<file path="src/design/knot_span_greville_engine_core_defines.svh">
// Assertion macros shared by the knot span engine RTL.
// Uses the clk and arst_n names of the module that expands them.
`ifndef KNOT_SPAN_GREVILLE_ENGINE_CORE_DEFINES_SVH
`define KNOT_SPAN_GREVILLE_ENGINE_CORE_DEFINES_SVH
`ifndef SYNTHESIS
// same-cycle implication
`define KSG_ASSERT_IMPL(lbl, ante, cons) \
	lbl: assert property (@(posedge clk) disable iff (!arst_n) (ante) |-> (cons)) \
		else $error("%m: check failed");
// next-cycle implication
`define KSG_ASSERT_NEXT(lbl, ante, cons) \
	lbl: assert property (@(posedge clk) disable iff (!arst_n) (ante) |=> (cons)) \
		else $error("%m: check failed");
`else
`define KSG_ASSERT_IMPL(lbl, ante, cons)
`define KSG_ASSERT_NEXT(lbl, ante, cons)
`endif
`endif

</file>
<file path="src/design/ksg_pkg.sv">
// Types, widths and codes of the knot span / Greville point engine.
// No dependencies; used by the top level and the divider.
package ksg_pkg;

	localparam int FUNC_W     = 2;
	localparam int IDX_W      = 6;
	localparam int KNOT_W     = 32;
	localparam int DEG_W      = 3;
	localparam int STAT_W     = 2;
	localparam int CFG_IDX_W  = 1;
	localparam int CFG_DATA_W = 6;

	// knot sum and divider sizing: 7 knots of 32 bits fit in 36 bits
	localparam int SUM_W     = 36;
	localparam int DIV_BPC   = 6;
	localparam int DIV_STEPS = SUM_W / DIV_BPC;
	localparam int DIV_CNT_W = $clog2(DIV_STEPS);

	// function codes
	localparam logic [FUNC_W-1:0] FUNC_WRITE  = 2'd0;
	localparam logic [FUNC_W-1:0] FUNC_SPAN   = 2'd1;
	localparam logic [FUNC_W-1:0] FUNC_COLLOC = 2'd2;
	localparam logic [FUNC_W-1:0] FUNC_RSVD   = 2'd3;

	// status codes
	localparam logic [STAT_W-1:0] ST_OK        = 2'd0;
	localparam logic [STAT_W-1:0] ST_BAD_INDEX = 2'd1;
	localparam logic [STAT_W-1:0] ST_SEARCH    = 2'd2;

	// configuration register indexes and reset values
	localparam logic [CFG_IDX_W-1:0] CFG_DEGREE    = 1'b0;
	localparam logic [CFG_IDX_W-1:0] CFG_LAST_KNOT = 1'b1;
	localparam logic [DEG_W-1:0]     DEGREE_RST    = 3'd3;
	localparam logic [IDX_W-1:0]     LAST_KNOT_RST = 6'd7;

	typedef struct packed {
		logic [FUNC_W-1:0]        func;
		logic [IDX_W-1:0]         knot_address;
		logic signed [KNOT_W-1:0] knot_value;
		logic signed [KNOT_W-1:0] query_value;
		logic [IDX_W-1:0]         node_index;
	} in_item_t;

	typedef struct packed {
		logic [IDX_W-1:0]         span;
		logic signed [KNOT_W-1:0] abscissa;
		logic [STAT_W-1:0]        status;
	} out_item_t;

	// divider request / response
	typedef struct packed {
		logic             start;
		logic [SUM_W-1:0] dividend;
		logic [DEG_W-1:0] divisor;
	} div_req_t;

	typedef struct packed {
		logic             done;
		logic [SUM_W-1:0] quotient;
		logic             rem_nz;
	} div_rsp_t;

endpackage

</file>
<file path="src/design/ksg_ram.sv">
// Generic simple dual-port RAM: one write port, one registered read port.
// No dependencies.
module ksg_ram #(
	parameter int WIDTH = 32,
	parameter int DEPTH = 64,
	localparam int AW = $clog2(DEPTH)
) (
	input  logic             clk,
	input  logic             we,
	input  logic [AW-1:0]    waddr,
	input  logic [WIDTH-1:0] wdata,
	input  logic [AW-1:0]    raddr,
	output logic [WIDTH-1:0] rdata
);

	logic [WIDTH-1:0] mem_q [DEPTH];

	// write and registered read
	always_ff @(posedge clk) begin
		if (we) begin
			mem_q[waddr] <= wdata;
		end
		rdata <= mem_q[raddr];
	end

endmodule

</file>
<file path="src/design/ksg_div.sv">
// Unsigned divider of the knot sum by the degree, several quotient bits a cycle.
// Depends on ksg_pkg and the assertion macro header.
`include "knot_span_greville_engine_core_defines.svh"
module ksg_div (
	input  logic              clk,
	input  logic              arst_n,
	input  ksg_pkg::div_req_t req,
	output ksg_pkg::div_rsp_t rsp
);
	import ksg_pkg::*;

	logic                 busy_q;
	logic                 done_q;
	logic [DIV_CNT_W-1:0] cnt_q;
	logic [SUM_W-1:0]     quo_q;
	logic [DEG_W-1:0]     rem_q;
	logic [DEG_W-1:0]     dvs_q;
	logic [SUM_W-1:0]     quo_d;
	logic [DEG_W-1:0]     rem_d;

	// DIV_BPC restoring steps on a narrow remainder
	always_comb begin : div_steps
		logic [DEG_W:0]   part;
		logic [SUM_W-1:0] qw;
		logic [DEG_W-1:0] rw;
		qw = quo_q;
		rw = rem_q;
		for (int i = 0; i < DIV_BPC; i++) begin
			part = {rw, qw[SUM_W-1]};
			qw   = {qw[SUM_W-2:0], 1'b0};
			if (part >= {1'b0, dvs_q}) begin
				part  = part - {1'b0, dvs_q};
				qw[0] = 1'b1;
			end
			rw = part[DEG_W-1:0];
		end
		quo_d = qw;
		rem_d = rw;
	end

	// control
	always_ff @(posedge clk or negedge arst_n) begin
		if (!arst_n) begin
			busy_q <= 1'b0;
			done_q <= 1'b0;
		end else begin
			done_q <= 1'b0;
			if (req.start) begin
				busy_q <= 1'b1;
			end else if (busy_q && cnt_q == DIV_CNT_W'(DIV_STEPS - 1)) begin
				busy_q <= 1'b0;
				done_q <= 1'b1;
			end
		end
	end

	// datapath
	always_ff @(posedge clk) begin
		if (req.start) begin
			cnt_q <= '0;
			quo_q <= req.dividend;
			rem_q <= '0;
			dvs_q <= req.divisor;
		end else if (busy_q) begin
			cnt_q <= cnt_q + DIV_CNT_W'(1);
			quo_q <= quo_d;
			rem_q <= rem_d;
		end
	end

	assign rsp.done     = done_q;
	assign rsp.quotient = quo_q;
	assign rsp.rem_nz   = (rem_q != '0);

	`KSG_ASSERT_IMPL(a_rem_bound, busy_q, rem_q < dvs_q)
	`KSG_ASSERT_NEXT(a_done_pulse, done_q, !done_q)
	`KSG_ASSERT_IMPL(a_no_restart, req.start, !busy_q)

endmodule

</file>
<file path="src/design/knot_span_greville_engine_core.sv">
// Knot span / Greville point engine: top level, control FSM and knot store.
// Depends on ksg_pkg, ksg_ram, ksg_div and the assertion macro header.
//
//  channel | direction | handshake            | beat
//  --------+-----------+----------------------+----------------------------
//  in      | in        | in_valid / in_stall  | in_item  (func, knot, query)
//  out     | out       | out_valid / out_stall| out_item (span, abscissa, status)
//  cfg     | in        | cfg_valid / cfg_ready| cfg_index, cfg_data
//
// One item at a time; an accepted beat stalls the input until its result is
// in the output register. A knot write goes straight to S_DONE. A span query
// checks the upper clamp at knot n+1, then the lower clamp at knot p, else
// bisects with two knot store reads per step. A collocation query first sums
// knots node+1 .. node+degree, starts the divider once and waits on it, then
// runs the span search on the mean. Errors detected at accept skip to S_DONE.
// Reset clears control and configuration only; the knot store has no clear.
// A stalled output holds its beat while the next item is already accepted.
`include "knot_span_greville_engine_core_defines.svh"
module knot_span_greville_engine_core #(
	parameter int KNOT_DEPTH = 64,
	parameter int MAX_DEGREE = 7
) (
	input  logic                                clk,
	input  logic                                arst_n,
	input  logic                                in_valid,
	output logic                                in_stall,
	input  ksg_pkg::in_item_t                   in_item,
	output logic                                out_valid,
	input  logic                                out_stall,
	output ksg_pkg::out_item_t                  out_item,
	input  logic                                cfg_valid,
	output logic                                cfg_ready,
	input  logic [ksg_pkg::CFG_IDX_W-1:0]       cfg_index,
	input  logic [ksg_pkg::CFG_DATA_W-1:0]      cfg_data
);
	import ksg_pkg::*;

	localparam int AW = $clog2(KNOT_DEPTH);
	localparam int SW = $clog2(KNOT_DEPTH + 1);

	typedef enum logic [3:0] {
		S_IDLE,
		S_SUM,
		S_DIV_GO,
		S_DIV_WAIT,
		S_HI,
		S_LO,
		S_MID_A,
		S_MID_B,
		S_EVAL,
		S_DONE
	} state_t;

	state_t    state_q, state_d;
	logic      out_valid_q;
	out_item_t out_item_q;

	logic [DEG_W-1:0] degree_q;
	logic [IDX_W-1:0] last_q;

	// datapath registers
	logic signed [KNOT_W-1:0] u_q;
	logic signed [KNOT_W-1:0] kmid_q;
	logic [IDX_W-1:0]         node_q;
	logic [IDX_W-1:0]         lo_q, hi_q, mid_q;
	logic [SW-1:0]            steps_q;
	logic [DEG_W-1:0]         cnt_q;
	logic signed [SUM_W-1:0]  sum_q;
	logic                     neg_q;
	out_item_t                res_q;

	logic                     in_acc;
	logic                     cfg_bad, node_bad;
	logic [IDX_W-1:0]         n_plus1, n_idx, mid_init;
	logic [IDX_W:0]           init_sum, nxt_sum;
	logic [IDX_W-1:0]         lo_nxt, hi_nxt, mid_nxt;
	logic                     below, cont;
	logic [IDX_W-1:0]         rd_idx;
	logic                     res_ld;
	out_item_t                res_d;
	logic                     ram_we;
	logic [KNOT_W-1:0]        ram_rdata;
	logic signed [KNOT_W-1:0] rd_k;
	div_req_t                 div_req;
	div_rsp_t                 div_rsp;

	assign in_acc    = in_valid && !in_stall;
	assign in_stall  = (state_q != S_IDLE);
	assign out_valid = out_valid_q;
	assign out_item  = out_item_q;
	assign cfg_ready = 1'b1;
	assign rd_k      = $signed(ram_rdata);

	// configuration registers
	always_ff @(posedge clk or negedge arst_n) begin
		if (!arst_n) begin
			degree_q <= DEGREE_RST;
			last_q   <= LAST_KNOT_RST;
		end else if (cfg_valid && cfg_ready) begin
			unique case (cfg_index)
				CFG_DEGREE:    degree_q <= cfg_data[DEG_W-1:0];
				CFG_LAST_KNOT: last_q   <= cfg_data[IDX_W-1:0];
				default:       ;
			endcase
		end
	end

	// configuration and node range checks, span bounds
	assign cfg_bad = (degree_q == '0) || (32'(degree_q) > MAX_DEGREE)
		|| (32'(last_q) >= KNOT_DEPTH)
		|| ({1'b0, last_q} < {3'b000, degree_q, 1'b1});
	assign node_bad = ({1'b0, in_item.node_index} + {4'b0000, degree_q}) > {1'b0, last_q};
	assign n_plus1  = last_q - {3'b000, degree_q};
	assign n_idx    = n_plus1 - IDX_W'(1);
	assign init_sum = {4'b0000, degree_q} + {1'b0, n_plus1};
	assign mid_init = init_sum[IDX_W:1];

	// bisection step
	assign below   = (u_q < kmid_q);
	assign cont    = below || (u_q >= rd_k);
	assign lo_nxt  = below ? lo_q : mid_q;
	assign hi_nxt  = below ? mid_q : hi_q;
	assign nxt_sum = {1'b0, lo_nxt} + {1'b0, hi_nxt};
	assign mid_nxt = nxt_sum[IDX_W:1];

	// next state, read address, result
	always_comb begin
		state_d          = state_q;
		res_ld           = 1'b0;
		res_d            = '0;
		rd_idx           = mid_q;
		div_req.start    = 1'b0;
		div_req.dividend = sum_q[SUM_W-1] ? SUM_W'(-sum_q) : SUM_W'(sum_q);
		div_req.divisor  = degree_q;
		unique case (state_q)
			S_IDLE: begin
				if (in_acc) begin
					priority if (in_item.func == FUNC_WRITE) begin
						res_ld  = 1'b1;
						state_d = S_DONE;
					end else if (in_item.func == FUNC_RSVD || cfg_bad) begin
						res_ld       = 1'b1;
						res_d.status = ST_BAD_INDEX;
						state_d      = S_DONE;
					end else if (in_item.func == FUNC_SPAN) begin
						state_d = S_HI;
					end else if (node_bad) begin
						res_ld       = 1'b1;
						res_d.status = ST_BAD_INDEX;
						state_d      = S_DONE;
					end else begin
						state_d = S_SUM;
					end
				end
			end
			S_SUM: begin
				rd_idx = node_q + IDX_W'(1) + {3'b000, cnt_q};
				if (cnt_q == degree_q) begin
					state_d = S_DIV_GO;
				end
			end
			S_DIV_GO: begin
				div_req.start = 1'b1;
				state_d       = S_DIV_WAIT;
			end
			S_DIV_WAIT: begin
				if (div_rsp.done) begin
					state_d = S_HI;
				end
			end
			S_HI: begin
				rd_idx  = n_plus1;
				state_d = S_LO;
			end
			S_LO: begin
				// upper clamp against knot n+1
				rd_idx = IDX_W'(degree_q);
				if (u_q >= rd_k) begin
					res_ld         = 1'b1;
					res_d.span     = n_idx;
					res_d.abscissa = u_q;
					state_d        = S_DONE;
				end else begin
					state_d = S_MID_A;
				end
			end
			S_MID_A: begin
				// lower clamp against knot p
				rd_idx = mid_q;
				if (u_q <= rd_k) begin
					res_ld         = 1'b1;
					res_d.span     = IDX_W'(degree_q);
					res_d.abscissa = u_q;
					state_d        = S_DONE;
				end else begin
					state_d = S_MID_B;
				end
			end
			S_MID_B: begin
				rd_idx  = mid_q + IDX_W'(1);
				state_d = S_EVAL;
			end
			S_EVAL: begin
				rd_idx = mid_nxt;
				if (!cont) begin
					res_ld         = 1'b1;
					res_d.span     = mid_q;
					res_d.abscissa = u_q;
					state_d        = S_DONE;
				end else if (steps_q == SW'(KNOT_DEPTH) || mid_nxt == mid_q) begin
					res_ld       = 1'b1;
					res_d.status = ST_SEARCH;
					state_d      = S_DONE;
				end else begin
					state_d = S_MID_B;
				end
			end
			S_DONE: begin
				if (!out_valid_q || !out_stall) begin
					state_d = S_IDLE;
				end
			end
			default: state_d = S_IDLE;
		endcase
	end

	// state and output register
	always_ff @(posedge clk or negedge arst_n) begin
		if (!arst_n) begin
			state_q     <= S_IDLE;
			out_valid_q <= 1'b0;
			out_item_q  <= '0;
		end else begin
			state_q <= state_d;
			if (state_q == S_DONE && (!out_valid_q || !out_stall)) begin
				out_valid_q <= 1'b1;
				out_item_q  <= res_q;
			end else if (out_valid_q && !out_stall) begin
				out_valid_q <= 1'b0;
			end
		end
	end

	// datapath registers
	always_ff @(posedge clk) begin
		if (res_ld) begin
			res_q <= res_d;
		end
		unique case (state_q)
			S_IDLE: begin
				u_q    <= in_item.query_value;
				node_q <= in_item.node_index;
				cnt_q  <= '0;
				sum_q  <= '0;
			end
			S_SUM: begin
				cnt_q <= cnt_q + DEG_W'(1);
				if (cnt_q != '0) begin
					sum_q <= sum_q + {{(SUM_W - KNOT_W){rd_k[KNOT_W-1]}}, rd_k};
				end
			end
			S_DIV_GO: neg_q <= sum_q[SUM_W-1];
			S_DIV_WAIT: begin
				// floored mean from magnitude quotient
				if (div_rsp.done) begin
					u_q <= neg_q
						? $signed(~div_rsp.quotient[KNOT_W-1:0]
							+ KNOT_W'(!div_rsp.rem_nz))
						: $signed(div_rsp.quotient[KNOT_W-1:0]);
				end
			end
			S_HI: begin
				lo_q    <= IDX_W'(degree_q);
				hi_q    <= n_plus1;
				mid_q   <= mid_init;
				steps_q <= '0;
			end
			S_MID_B: kmid_q <= rd_k;
			S_EVAL: begin
				if (cont && steps_q != SW'(KNOT_DEPTH) && mid_nxt != mid_q) begin
					lo_q    <= lo_nxt;
					hi_q    <= hi_nxt;
					mid_q   <= mid_nxt;
					steps_q <= steps_q + SW'(1);
				end
			end
			default: ;
		endcase
	end

	// knot store
	assign ram_we = in_acc && (in_item.func == FUNC_WRITE)
		&& (32'(in_item.knot_address) < KNOT_DEPTH);

	ksg_ram #(
		.WIDTH(KNOT_W),
		.DEPTH(KNOT_DEPTH)
	) u_knot_ram (
		.clk  (clk),
		.we   (ram_we),
		.waddr(AW'(in_item.knot_address)),
		.wdata(in_item.knot_value),
		.raddr(AW'(rd_idx)),
		.rdata(ram_rdata)
	);

	ksg_div u_div (
		.clk   (clk),
		.arst_n(arst_n),
		.req   (div_req),
		.rsp   (div_rsp)
	);

	`KSG_ASSERT_IMPL(a_bracket, state_q == S_EVAL, (lo_q <= mid_q) && (mid_q < hi_q))
	`KSG_ASSERT_IMPL(a_sum_count, state_q == S_SUM, cnt_q <= degree_q)
	`KSG_ASSERT_NEXT(a_out_load, (state_q == S_DONE) && (!out_valid || !out_stall), out_valid)

endmodule

</file>
<file path="config.mk">
export PLATFORM = sky130hd
export DESIGN_NAME = knot_span_greville_engine_core
export DESIGN_NICKNAME = d
export VERILOG_FILES = /design/src/design/ksg_pkg.sv /design/src/design/ksg_ram.sv /design/src/design/ksg_div.sv /design/src/design/knot_span_greville_engine_core.sv
export VERILOG_INCLUDE_DIRS = /design/src /design/src/design
export SDC_FILE = /design/constraint.sdc
export NUM_CORES = 2
export LEC_CHECK = 0
export BUFFER_PORTS_ARGS = -buffer_cell sky130_fd_sc_hd__buf_2
export CAP_MARGIN = 20
export CORE_ASPECT_RATIO = 0.9
export CORE_MARGIN = 1.5
export CORE_UTILIZATION = 50
export CTS_CLUSTER_SIZE = 25
export DETAILED_ROUTE_END_ITERATION = 7
export HOLD_SLACK_MARGIN = 0.03
export PLACE_DENSITY = 0.73
export SYNTH_ARGS = -nofsm -noshare
export SYNTH_HDL_FRONTEND = slang
export SYNTH_HIERARCHICAL = 1
export SYNTH_SLANG_ARGS = --single-unit
</file>
<file path="constraint.sdc">
create_clock -name clk -period 11.3 [get_ports clk]
set_clock_uncertainty 0.2 [all_clocks]
set_input_delay 0.565 -clock clk [delete_from_list [all_inputs] [get_ports clk]]
set_output_delay 0.565 -clock clk [all_outputs]
set_load 0.01 [all_outputs]
</file>
==> reports/qor.csv <==
metric;value;unit
clk_lat worst skew;850;ps
min Tclk post-route;9560;ps
H-tree depth;4;
fin nets;5646;
final instance area;109000;sq um
Req. time, crit path;11880;ps
Synth Register Bits;2356;
DRT Wirelength;239;mm
# clock sinks;2356;
hold_ws;121;ps
Synth Area per Inst;19.1;sq um
cell family with the largest share of critical-path delay;compound AO/OA/AOI/OAI gates;
area occupied by multi-input gates;25400;sq um
initial antenna violation count;19;
Mapped Cells;5068;
post-cts sizing count;0;
RD Place Congestion;0.859;
Die Height;420;microns
RSZ-0062 raised after global routing;no;
GRT Residual Overflow;0;
Critical Path Start;u_div/dvs_q[1];
Max Cap Viol;0;
CP endpoint;u_div/rem_q[1];
Non-Filler Instances;8120;
Synth Net Count;5322;
number of global-route vias before repair;50600;
fill count;13900;
asr flop ratio synth;2.38;%
pin count of the biggest net entering global routing;110;
die area;196000;sq um
Worst-Margin Slew;1190;ps
dpl hpwl;134;mm
top post-synthesis cells by area;edfxtp_1 (70%), mux4_2 (13%), ha_1 (2.0%);
outcome;complete, no violations;
Reg2Reg Depth;38;
vias;51000;
Worst R2R Start;u_div/dvs_q[1];
final hold violation count;0;
Setup Viol. Count Final;0;
Yosys warning count;6;
first-pass GRT wire length;346;mm
clock transition at the registers of the reported paths;60;ps
num rows;152;
Syn-to-layout area delta;12.8;%
Critical-path top delay cell;edfxtp_1;
Die X;466;microns
Largest stage delay, worst path;540;ps
Avg Vias per Cell;6.28;
Routed Antenna Nets;0;
Longest Clk Path Bufs;3;
Mapped Area;96600;sq um
critical path type;reg -> reg;
final worst-path cycle share;84.6;%
root buf cell;clkbuf_16;
Worst path most repeated cell;nand2_1;
total power;34.6;mW
post-synth top area share;70.3;%
I/O pin count;133;
Post-synth EDFFs;2262;
Final TNS setup;0;ps
drt initial violations;6967;
Worst path depth;38;
Max IR drop VDD;0.000513;V
post-synthesis sequential area ratio;72.6;%
DRC viols;0;
FF/Latch Area;70100;sq um
reg-to-reg setup timing slack;1740;ps
endpoint of the lowest-slack register-to-register path;u_div/rem_q[1];
Core Area;191000;sq um
f_max;105;MHz
static leakage;36.0;nW
crit path max fanout;9;
Cell Count Post-Placement;7638;
power density over cell area;317;nW/um^2
GRT Resource Usage Total;24.4;%
CTS buffer count;214;
TritonCTS clock tree;yes;
post-synth top area cell;edfxtp_1;
Cell variety after synth;92;
Avg WL per Cell;29.4;microns
Port Buffer Count;131;
CP Launch Type;flop;
relative slew slack;20.6;%
Slew Viols, Final;0;
Worst setup EP type;flop;
fraction of layout cells with a size suffix above 1;24.0;%
Initial DRT Pass Iterations;6;
WP buf/inv;4;
Starting Density;50.5;%
critical path arrival;10140;ps
placed cell areas;101000;sq um
ys flop type;edfxtp_1;
Worst Hold Class;in -> reg;
==> routing by layer <==
| layer | share of wire, % | global-route usage [%] |
|---|---|---|
| met3 | 11 | 5.24 |
| met2 | 46 | 37.6 |
| met5 | 0.026 | 0 |
| met1 | 40 | 35.5 |
| met4 | 2.8 | 6.81 |
==> cell usage in the layout (no fill, tap or decap), types with 28 or more instances in the layout <==
master / count
a21o_1: 35
a21oi_1: 140
and2_1: 42
buf_2: 131
buf_4: 123
clkbuf_1: 44
clkbuf_16: 221
clkinv_1: 42
clkinv_2: 39
dfrtp_1: 51
dfxtp_1: 38
dlygate4sd3_1: 67
edfxtp_1: 2262
ha_1: 152
inv_1: 135
mux2_2: 80
mux2i_1: 107
mux4_2: 544
nand2_1: 191
nand3_1: 46
nor2_1: 165
nor2_4: 62
nor2b_1: 33
nor3_1: 34
o21ai_0: 105
o221ai_1: 28
o22ai_1: 94
xnor2_1: 71
xor2_1: 58
==> report_power, final <==
group / leakage (nW) / internal [mW] / switching (mW) / total (mW)
Combinational: 11.1 / 6.98 / 9.36 / 16.3
Clock: 3.42 / 4.03 / 3.19 / 7.21
Sequential: 21.5 / 10.4 / 0.582 / 11.0
Total: 36.0 / 21.4 / 13.1 / 34.6
==> layout make-up <==
class                   instances  share of cell area [%]
flip-flops and latches       2356                    64.3
inverters                     135                   0.465
clock buffers                 279                    5.40
multi-input cells            2341                    23.3
repair buffers                344                    2.49
diodes                          3                 0.00689
well taps                    2541                    2.92
clock inverters               121                    1.03
==> cell usage after synthesis, drive strengths merged, types with 80 or more instances <==
library cell and instances:
a21oi 143, buf 122, clkbuf 114, edfxtp 2262, ha 152, inv 135
mux2 80, mux2i 108, mux4 544, nand2 191, nor2 228, o21ai 111
o22ai 94
==> per-stage QoR <==
stage          worst slack, ps  utilization (%)
6_report                  1740             56.9
5_1_grt                    933             56.9
4_1_cts                   1700             56.8
3_5_place_dp              1710             52.8
3_3_place_gp              1550             52.8
2_1_floorplan             3080                -
==> registers in the layout, summed over array words and instances (netlist names), 3 cells and up <==
signal,count
degree_q,3
mid_q,6
u_div/rem_q,3
steps_q,7
last_q,6
hi_q,6
state_q,4
sum_q,36
u_div/cnt_q,3
u_q,32
res_q,40
u_div/quo_q,36
lo_q,6
cnt_q,3
node_q,6
u_knot_ram/mem_q,2048
u_div/dvs_q,3
out_item,40
u_knot_ram/rdata,32
kmid_q,32
==> cell families after synthesis <==
| logic type | synth area share, % |
|---|---|
| flip-flops | 72.6 |
| AND/OR/NAND/NOR | 3.76 |
| multiplexers | 14.7 |
| AO/OA/AOI/OAI | 3.85 |
| buffers and inverters | 1.67 |
| adder cells (fa/ha/maj) | 2.23 |
| XOR/XNOR | 1.17 |
| other | 0.00388 |
==> how the worst min path moves through the flow <==
stage / from / to / slack (ps) / cells past startpoint
after global placement: res_q[10] / out_item[10] / 260 / 1
after global routing: in_item[76] / state_q[0] / 80 / 4
final: in_item[67] / u_knot_ram/mem_q[31][29] / 120 / 1
after detailed placement: res_q[26] / out_item[26] / 270 / 1
after CTS: in_item[77] / state_q[0] / 40 / 4
after floorplan: arst_n / degree_q[2] / 70 / 0
==> timing repair <==
action	in CTS	in global routing
buffers inserted	0	0
hold buffers	59	8
hold endpoints to repair	100	109
(Power assumes the default switching activity.)
